$ cat src/sv/lsb_stego_text_extractor_top_macros.svh
// Assertion macros shared by the text extractor modules.
// Each macro expects signals named clk and rst_n in the including module.
`ifndef LSB_STEGO_TEXT_EXTRACTOR_TOP_MACROS_SVH
`define LSB_STEGO_TEXT_EXTRACTOR_TOP_MACROS_SVH

// Same-cycle implication, checked while out of reset.
`define LSBX_ASSERT_NOW(lbl, ante, cons, msg) \
    lbl: assert property (@(posedge clk) disable iff (!rst_n) (ante) |-> (cons)) \
        else $error(msg);

// Next-cycle implication, checked while out of reset.
`define LSBX_ASSERT_NEXT(lbl, ante, cons, msg) \
    lbl: assert property (@(posedge clk) disable iff (!rst_n) (ante) |=> (cons)) \
        else $error(msg);

`endif

$ cat src/sv/lsbx_pkg.sv
// Shared types and constants of the LSB text extractor.
// No dependencies; used by the front, queue, back and top modules.
package lsbx_pkg;

    localparam logic [1:0] PH_HEADER = 2'd0;
    localparam logic [1:0] PH_DATA   = 2'd1;
    localparam logic [1:0] PH_IDLE   = 2'd2;

    localparam logic [2:0] HDR_LAST  = 3'd7;
    localparam logic [3:0] MAX_BITS  = 4'd8;

    typedef struct packed {
        logic       byte_valid;
        logic [7:0] text_byte;
        logic       message_end;
        logic       header_bad;
        logic       truncated;
    } result_t;

    typedef struct packed {
        logic full;
        logic empty;
    } fifo_stat_t;

endpackage

$ cat src/sv/lsbx_front.sv
// Front end of the extractor: accepts carrier bytes, parses header and data bits.
// Depends on lsbx_pkg and the assertion macros header.
`include "lsb_stego_text_extractor_top_macros.svh"

module lsbx_front (
    input  logic                clk,
    input  logic                rst_n,
    input  logic                in_valid,
    output logic                in_ready,
    input  logic [7:0]          carrier_byte,
    input  logic                frame_start,
    input  logic                last_byte,
    input  lsbx_pkg::fifo_stat_t stat,
    output logic                push,
    output lsbx_pkg::result_t   push_data
);

    logic [1:0] phase_reg, phase_next;
    logic [2:0] hcount_reg, hcount_next;
    logic [7:0] bpc_reg, bpc_next;
    logic [7:0] acc_reg, acc_next;
    logic [2:0] bits_reg, bits_next;

    logic [1:0]  phase_eff;
    logic [2:0]  hcount_eff;
    logic [7:0]  bpc_eff;
    logic [7:0]  acc_eff;
    logic [2:0]  bits_eff;
    logic [7:0]  bpc_hdr;
    logic [3:0]  n_use;
    logic [4:0]  fill_sum;
    logic [3:0]  take;
    logic        complete;
    logic [7:0]  rev;
    logic [15:0] shifted;
    logic        accept;
    lsbx_pkg::result_t res;

    assign in_ready = !stat.full;
    assign accept   = in_valid && in_ready;

    always_comb
    begin
        for (int i = 0; i < 8; i++)
        begin
            rev[7 - i] = carrier_byte[i];
        end
    end

    always_comb
    begin
        // A frame start restarts parsing before this byte is looked at.
        phase_eff  = frame_start ? lsbx_pkg::PH_HEADER : phase_reg;
        hcount_eff = frame_start ? 3'd0 : hcount_reg;
        bpc_eff    = frame_start ? 8'd0 : bpc_reg;
        acc_eff    = frame_start ? 8'd0 : acc_reg;
        bits_eff   = frame_start ? 3'd0 : bits_reg;

        bpc_hdr  = bpc_eff | ({7'd0, carrier_byte[0]} << hcount_eff);
        n_use    = (bpc_eff > {4'd0, lsbx_pkg::MAX_BITS}) ? lsbx_pkg::MAX_BITS : bpc_eff[3:0];
        fill_sum = {2'd0, bits_eff} + {1'b0, n_use};
        complete = fill_sum >= {1'b0, lsbx_pkg::MAX_BITS};
        take     = complete ? (lsbx_pkg::MAX_BITS - {1'b0, bits_eff}) : n_use;
        shifted  = {acc_eff, rev} << take;

        phase_next  = phase_eff;
        hcount_next = hcount_eff;
        bpc_next    = bpc_eff;
        acc_next    = acc_eff;
        bits_next   = bits_eff;
        res         = '0;

        case (phase_eff)
            lsbx_pkg::PH_HEADER:
            begin
                bpc_next = bpc_hdr;
                if (hcount_eff == lsbx_pkg::HDR_LAST)
                begin
                    hcount_next = 3'd0;
                    if (bpc_hdr == 8'd0 || bpc_hdr > {4'd0, lsbx_pkg::MAX_BITS})
                    begin
                        res.header_bad = 1'b1;
                        phase_next     = lsbx_pkg::PH_IDLE;
                    end
                    else
                    begin
                        phase_next = lsbx_pkg::PH_DATA;
                    end
                end
                else
                begin
                    hcount_next = hcount_eff + 3'd1;
                end
            end
            lsbx_pkg::PH_DATA:
            begin
                if (complete)
                begin
                    // Bits left in the carrier byte after a completed byte are dropped.
                    acc_next      = 8'd0;
                    bits_next     = 3'd0;
                    res.text_byte = shifted[15:8];
                    if (shifted[15:8] == 8'd0)
                    begin
                        res.message_end = 1'b1;
                        phase_next      = lsbx_pkg::PH_IDLE;
                    end
                    else
                    begin
                        res.byte_valid = 1'b1;
                    end
                end
                else
                begin
                    acc_next  = shifted[15:8];
                    bits_next = fill_sum[2:0];
                end
            end
            default:
            begin
                phase_next = phase_eff;
            end
        endcase

        if (last_byte && (phase_next == lsbx_pkg::PH_HEADER ||
                          phase_next == lsbx_pkg::PH_DATA || res.header_bad))
        begin
            res.truncated = 1'b1;
            phase_next    = lsbx_pkg::PH_IDLE;
        end
    end

    assign push      = accept && (res.byte_valid || res.message_end ||
                                  res.header_bad || res.truncated);
    assign push_data = res;

    always_ff @(posedge clk or negedge rst_n)
    begin
        if (!rst_n)
        begin
            phase_reg  <= lsbx_pkg::PH_HEADER;
            hcount_reg <= 3'd0;
            bpc_reg    <= 8'd0;
            acc_reg    <= 8'd0;
            bits_reg   <= 3'd0;
        end
        else if (accept)
        begin
            phase_reg  <= phase_next;
            hcount_reg <= hcount_next;
            bpc_reg    <= bpc_next;
            acc_reg    <= acc_next;
            bits_reg   <= bits_next;
        end
    end

    `LSBX_ASSERT_NOW(a_valid_end_excl, push, !(push_data.byte_valid && push_data.message_end), "byte_valid and message_end together")
    `LSBX_ASSERT_NOW(a_end_zero, push && push_data.message_end, push_data.text_byte == 8'd0, "terminator with nonzero byte")
    `LSBX_ASSERT_NOW(a_data_count_ok, phase_reg == lsbx_pkg::PH_DATA, bpc_reg != 8'd0 && bpc_reg <= 8'd8, "data phase with bad count")

endmodule

$ cat src/sv/lsbx_fifo.sv
// Short result queue between the parser front end and the output stage.
// Depends on lsbx_pkg and the assertion macros header.
`include "lsb_stego_text_extractor_top_macros.svh"

module lsbx_fifo #(
    parameter int DEPTH = 2
) (
    input  logic                 clk,
    input  logic                 rst_n,
    input  logic                 push,
    input  lsbx_pkg::result_t    push_data,
    input  logic                 pop,
    output lsbx_pkg::result_t    rd_data,
    output lsbx_pkg::fifo_stat_t stat
);

    localparam int AW = (DEPTH > 1) ? $clog2(DEPTH) : 1;
    localparam int CW = $clog2(DEPTH + 1);

    lsbx_pkg::result_t mem_reg [DEPTH];
    logic [AW-1:0] wr_ptr_reg, wr_ptr_next;
    logic [AW-1:0] rd_ptr_reg, rd_ptr_next;
    logic [CW-1:0] count_reg, count_next;

    assign stat.full  = (count_reg == CW'(DEPTH));
    assign stat.empty = (count_reg == '0);
    assign rd_data    = mem_reg[rd_ptr_reg];

    always_comb
    begin
        wr_ptr_next = wr_ptr_reg;
        rd_ptr_next = rd_ptr_reg;
        count_next  = count_reg;
        if (push)
        begin
            wr_ptr_next = (wr_ptr_reg == AW'(DEPTH - 1)) ? '0 : wr_ptr_reg + 1'b1;
        end
        if (pop)
        begin
            rd_ptr_next = (rd_ptr_reg == AW'(DEPTH - 1)) ? '0 : rd_ptr_reg + 1'b1;
        end
        if (push && !pop)
        begin
            count_next = count_reg + 1'b1;
        end
        else if (pop && !push)
        begin
            count_next = count_reg - 1'b1;
        end
    end

    always_ff @(posedge clk)
    begin
        if (push)
        begin
            mem_reg[wr_ptr_reg] <= push_data;
        end
    end

    always_ff @(posedge clk or negedge rst_n)
    begin
        if (!rst_n)
        begin
            wr_ptr_reg <= '0;
            rd_ptr_reg <= '0;
            count_reg  <= '0;
        end
        else
        begin
            wr_ptr_reg <= wr_ptr_next;
            rd_ptr_reg <= rd_ptr_next;
            count_reg  <= count_next;
        end
    end

    `LSBX_ASSERT_NOW(a_no_overflow, push, !stat.full || pop, "push into full queue")
    `LSBX_ASSERT_NOW(a_no_underflow, pop, !stat.empty, "pop from empty queue")

endmodule

$ cat src/sv/lsbx_back.sv
// Output stage: moves queued results into the output register and holds them.
// Depends on lsbx_pkg.
module lsbx_back (
    input  logic                 clk,
    input  logic                 rst_n,
    input  lsbx_pkg::fifo_stat_t stat,
    input  lsbx_pkg::result_t    rd_data,
    output logic                 pop,
    output logic                 out_valid,
    input  logic                 out_ready,
    output lsbx_pkg::result_t    result
);

    logic              valid_reg;
    lsbx_pkg::result_t result_reg;

    assign pop       = !stat.empty && (!valid_reg || out_ready);
    assign out_valid = valid_reg;
    assign result    = result_reg;

    always_ff @(posedge clk or negedge rst_n)
    begin
        if (!rst_n)
        begin
            valid_reg <= 1'b0;
        end
        else if (!valid_reg || out_ready)
        begin
            valid_reg <= !stat.empty;
        end
    end

    always_ff @(posedge clk)
    begin
        if (pop)
        begin
            result_reg <= rd_data;
        end
    end

endmodule

$ cat src/sv/lsb_stego_text_extractor_top.sv
// Top level of the LSB steganography text extractor.
// Depends on lsbx_pkg, lsbx_front, lsbx_fifo and lsbx_back.
//
// Usage: image data bytes enter one request at a time on the input channel
// (in_valid/in_ready with carrier_byte, frame_start, last_byte). Raise
// frame_start on the first byte of a frame. The first eight bytes form the
// header whose bit 0 values give the bits-per-carrier count, LSB first; each
// later byte contributes its low bits, bit 0 first, which are packed MSB first
// into text bytes. Results leave on the output channel (out_valid/out_ready):
// a recovered byte, the terminator, a bad header or a truncated frame.
// Bytes that complete nothing produce no result.
// Throughput is one request per cycle while in_ready is high; the parser
// decodes a whole carrier byte combinationally. The edge that accepts a
// request writes its result into the queue; the output register then loads
// it from the queue once it is empty or its result is being taken, and
// out_valid rises with that load.
// Reset clears the parser to the header phase and empties the queue and the
// output register. When the receiver stalls, the output register holds its
// result and the queue absorbs up to FIFO_DEPTH more; once it is full,
// in_ready drops, and it rises again in the cycle after the receiver takes a
// result.
module lsb_stego_text_extractor_top #(
    parameter int FIFO_DEPTH = 2
) (
    input  logic       clk,
    input  logic       rst_n,
    input  logic       in_valid,
    output logic       in_ready,
    input  logic [7:0] carrier_byte,
    input  logic       frame_start,
    input  logic       last_byte,
    output logic       out_valid,
    input  logic       out_ready,
    output logic       byte_valid,
    output logic [7:0] text_byte,
    output logic       message_end,
    output logic       header_bad,
    output logic       truncated
);

    lsbx_pkg::fifo_stat_t stat;
    lsbx_pkg::result_t    push_data;
    lsbx_pkg::result_t    rd_data;
    lsbx_pkg::result_t    result;
    logic                 push;
    logic                 pop;

    // Front end: parses each accepted byte and queues any result it causes.
    lsbx_front u_front (
        .clk          (clk),
        .rst_n        (rst_n),
        .in_valid     (in_valid),
        .in_ready     (in_ready),
        .carrier_byte (carrier_byte),
        .frame_start  (frame_start),
        .last_byte    (last_byte),
        .stat         (stat),
        .push         (push),
        .push_data    (push_data)
    );

    // Queue that lets the parser keep going while the receiver stalls.
    lsbx_fifo #(
        .DEPTH (FIFO_DEPTH)
    ) u_fifo (
        .clk       (clk),
        .rst_n     (rst_n),
        .push      (push),
        .push_data (push_data),
        .pop       (pop),
        .rd_data   (rd_data),
        .stat      (stat)
    );

    // Back end: registered output channel.
    lsbx_back u_back (
        .clk       (clk),
        .rst_n     (rst_n),
        .stat      (stat),
        .rd_data   (rd_data),
        .pop       (pop),
        .out_valid (out_valid),
        .out_ready (out_ready),
        .result    (result)
    );

    assign byte_valid  = result.byte_valid;
    assign text_byte   = result.text_byte;
    assign message_end = result.message_end;
    assign header_bad  = result.header_bad;
    assign truncated   = result.truncated;

endmodule

$ cat config.mk
export PLATFORM = sky130hd
export DESIGN_NAME = lsb_stego_text_extractor_top
export DESIGN_NICKNAME = d
export VERILOG_FILES = /design/src/sv/lsbx_pkg.sv /design/src/sv/lsbx_front.sv /design/src/sv/lsbx_fifo.sv /design/src/sv/lsbx_back.sv /design/src/sv/lsb_stego_text_extractor_top.sv
export VERILOG_INCLUDE_DIRS = /design/src /design/src/sv
export SDC_FILE = /design/constraint.sdc
export NUM_CORES = 1
export LEC_CHECK = 0
export ABC_AREA = 1
export BUFFER_PORTS_ARGS = -buffer_cell sky130_fd_sc_hd__buf_4
export CAP_MARGIN = 10
export CORE_AREA = 2 2 112 71
export CTS_CLUSTER_SIZE = 30
export DETAILED_ROUTE_END_ITERATION = 12
export DIE_AREA = 0 0 114 73
export PLACE_DENSITY = 0.72
export SLEW_MARGIN = 25
export SYNTH_ARGS = -nofsm -noshare
export SYNTH_HDL_FRONTEND = slang
export SYNTH_SLANG_ARGS = --single-unit
$ cat constraint.sdc
create_clock -name clk -period 5 [get_ports clk]
set_clock_uncertainty 0.15 [all_clocks]
set_input_delay 0.25 -clock clk [delete_from_list [all_inputs] [get_ports clk]]
set_output_delay 0.25 -clock clk [all_outputs]
set_load 0.005 [all_outputs]
==> flow_metrics.tcl <==
set metrics [dict create \
    run_status "complete, no violations" \
    clockBufferDepth 2 \
    arrival_ps 4620 \
    ys_seq_area_frac 0.463 \
    rows 25 \
    cts_sinks 65 \
    grt_pass1_vias 3042 \
    cp_slowest_stage_delay_ps 380 \
    finalSetupViolCount 0 \
    gp_congestion 0.937 \
    holdCritPathClass "in2reg" \
    fin_nets 555 \
    io_buffer_count 27 \
    min_period_ps 4570 \
    p_sw_mw 1.24 \
    grt_pass1_wl_microns 14300 \
    boundaryPins 28 \
    core_sq_mm 0.00744 \
    clk_latency_ps 330 \
    synth_cells 495 \
    ant_nets 0 \
    synth_fp_nets 517 \
    clk_pin_slew_ps 60 \
    drcViolationCount 0 \
    cpMostUsedCell "nand2_1" \
    cts_buffers 9 \
    drt_pre_antenna_iters 6 \
    intPower_mw 1.64 \
    place_area_sq_mm 0.00416 \
    worst-slew-pin-transition_ps 742 \
    yosysWarningCount 0 \
    gr-total-overflow 0 \
    fmax_mhz 219 \
    n_antenna_cell 0 \
    maxCapViolations 0 \
    vias_per_cell 5.51 \
    critical_path.max_fanout 10 \
    drv_slew 0 \
    maxSlewHeadroom 0.504 \
    cts_root_buf "clkbuf_16" \
    power_frac_comb 0.496 \
    ys_types 39 \
    hpwl_microns 6240 \
    yosysTopAreaCellShare 0.277 \
    timing.final.hold_violations 0 \
    fin_cells 632 \
    cp_data_required_time_ps 5060 \
    fin_hold_ws_ps 7.59 \
    synth_common_cells "147 x nand2_1, 65 x inv_1, 62 x nand3_1, 42 x nor2_1, 36 x edfxtp_1" \
    syn_area_per_cell_sq_um 7.89 \
    final_cell_area_sq_mm 0.00461 \
    utilization 0.619 \
    vias 3480 \
    die_y_microns 73 \
    setup_ws_ps 434 \
    path_buf_inv 5 \
    syn2layout_area_growth_pct 18.0 \
    fin_setup_tns_ps 0 \
    max-vdd-ir-drop_mv 0.245 \
    dp_cells 605 \
    avgRoutedWirePerCell_microns 14.1 \
    total_power_mw 2.88 \
    swShare 0.430 \
    startpoint_type "flip-flop" \
    grt.total_usage 0.218 \
    preCtsSetupSlack_ps 197 \
    syn-cell-area_sq_mm 0.00391 \
    grt_start_max_net_pins 30 \
    ys_ff_latch 65 \
    yosys.cell_count.top_type "nand2_1" \
    path_class "reg2reg" \
    drive_gt1_frac 0.160 \
    synth_area_leaders "edfxtp_1 28%, dfrtp_1 19%, nand2_1 14%" \
    antenna_found_initial 0 \
    largest_reg_flops 24 \
    p_leak_nw 2.24 \
    fp.dieW_microns 114 \
    p_seq_frac 0.289 \
    ctsHtreeMaxLevel 3 \
    slowest_stage "dfrtp_1" \
    wl_microns 8940 \
    endpoint_kind "flip-flop" \
    synth-edff-count 36 \
    tritoncts "built" \
    async_reset_ff_frac 0.446 \
    synth_largest_area_cell "edfxtp_1" \
    drtIter0Drc 406 \
    cellPowerDensity_mw_per_mm2 625 \
    initial_utilization 0.525 \
    die-area_sq_mm 0.00832 \
    synth_flop_cell "edfxtp_1" \
    period_share 0.913 \
    p_clk_frac 0.216 \
    crit_family "simple AND/OR/NAND/NOR gates" \
]
-- cells by family (layout without fill, tap and decap cells) --
family | Yosys count | after routing | share of synthesized area
adders and majority gates | 8 | 8 | 0.0275
DFF | 65 | 65 | 0.463
AOI/OAI and AO/OA | 54 | 55 | 0.0932
and+or+nand+nor | 278 | 279 | 0.314
xor gates and xnor gates | 6 | 6 | 0.0135
buffers and inverters | 84 | 125 | 0.0897
-- cell type report --
| cell class | count | area, sq um |
|---|---|---|
| Clock buffer | 9 | 225 |
| Clock inverter | 7 | 77.6 |
| Fill cell | 637 | 2840 |
| Inverter | 71 | 267 |
| Multi-Input combinational cell | 348 | 1830 |
| Sequential cell | 65 | 1810 |
| Tap cell | 94 | 118 |
| Timing Repair Buffer | 38 | 290 |
-- power by group through the flow --
stage	sequential [mW]	clock (mW)	combinational (mW)
after floorplan	0.824	0	0.977
after CTS	0.833	0.631	1.29
final	0.832	0.621	1.43
after global routing	0.849	0.655	1.57
after detailed placement	0.839	0	1.28
after global placement	0.837	0	1.26
-- final timing paths --
path,depth (start not counted),startpoint,end,slack [ps]
max,30,u_front.bpc_reg[5],u_fifo.count_reg[1],430
min,3,last_byte,u_front.phase_reg[1],8
min in group asynchronous,2,rst_n,u_front.acc_reg[3],240
min reg2reg,1,u_fifo.count_reg[0],u_fifo.count_reg[0],320
max reg2reg,30,u_front.bpc_reg[5],u_fifo.count_reg[1],430
max in group asynchronous,2,rst_n,u_front.acc_reg[1],4170
-- placed cells by master, fill, tap and decap left out, types with 5 or more instances in the layout --
| cell | n |
|---|---|
| nand2_1 | 147 |
| inv_1 | 64 |
| nand3_1 | 61 |
| nor2_1 | 41 |
| buf_4 | 36 |
| edfxtp_1 | 36 |
| dfrtp_1 | 29 |
| a21oi_1 | 15 |
| o21ai_0 | 12 |
| clkbuf_16 | 9 |
| ha_1 | 7 |
| inv_2 | 6 |
| nor3_1 | 5 |
| nand2_2 | 5 |
-- worst register-to-register path: cells and delay by family, from the launching register on --
family | cells | cell delay (ps)
fa+ha+maj | 2 | 470
buf+inv | 5 | 640
xor+xnor | 1 | 150
compound gates | 5 | 890
flops | 1 | 380
simple gates | 17 | 1760
-- what timing repair did --
action / 4_1_cts / 5_1_grt
endpoints found under the setup margin: 0 / 1
endpoints found under the hold margin: 30 / 0
gates resized for setup: 0 / 10
hold buffers: 2 / 0
buffers inserted: 0 / 7
-- layer usage --
| layer | share of wire | wire length, microns | up-vias | track usage |
|---|---|---|---|---|
| li1 | - | - | 1692 | - |
| met1 | 0.47 | 4170 | 1571 | 0.317 |
| met4 | 0.018 | 161 | 2 | 0.0732 |
| met5 | 0.0023 | 21 | - | 0 |
| met3 | 0.097 | 867 | 29 | 0.0515 |
| met2 | 0.42 | 3720 | 186 | 0.322 |
Note: power is estimated with default switching activity, not from simulation.
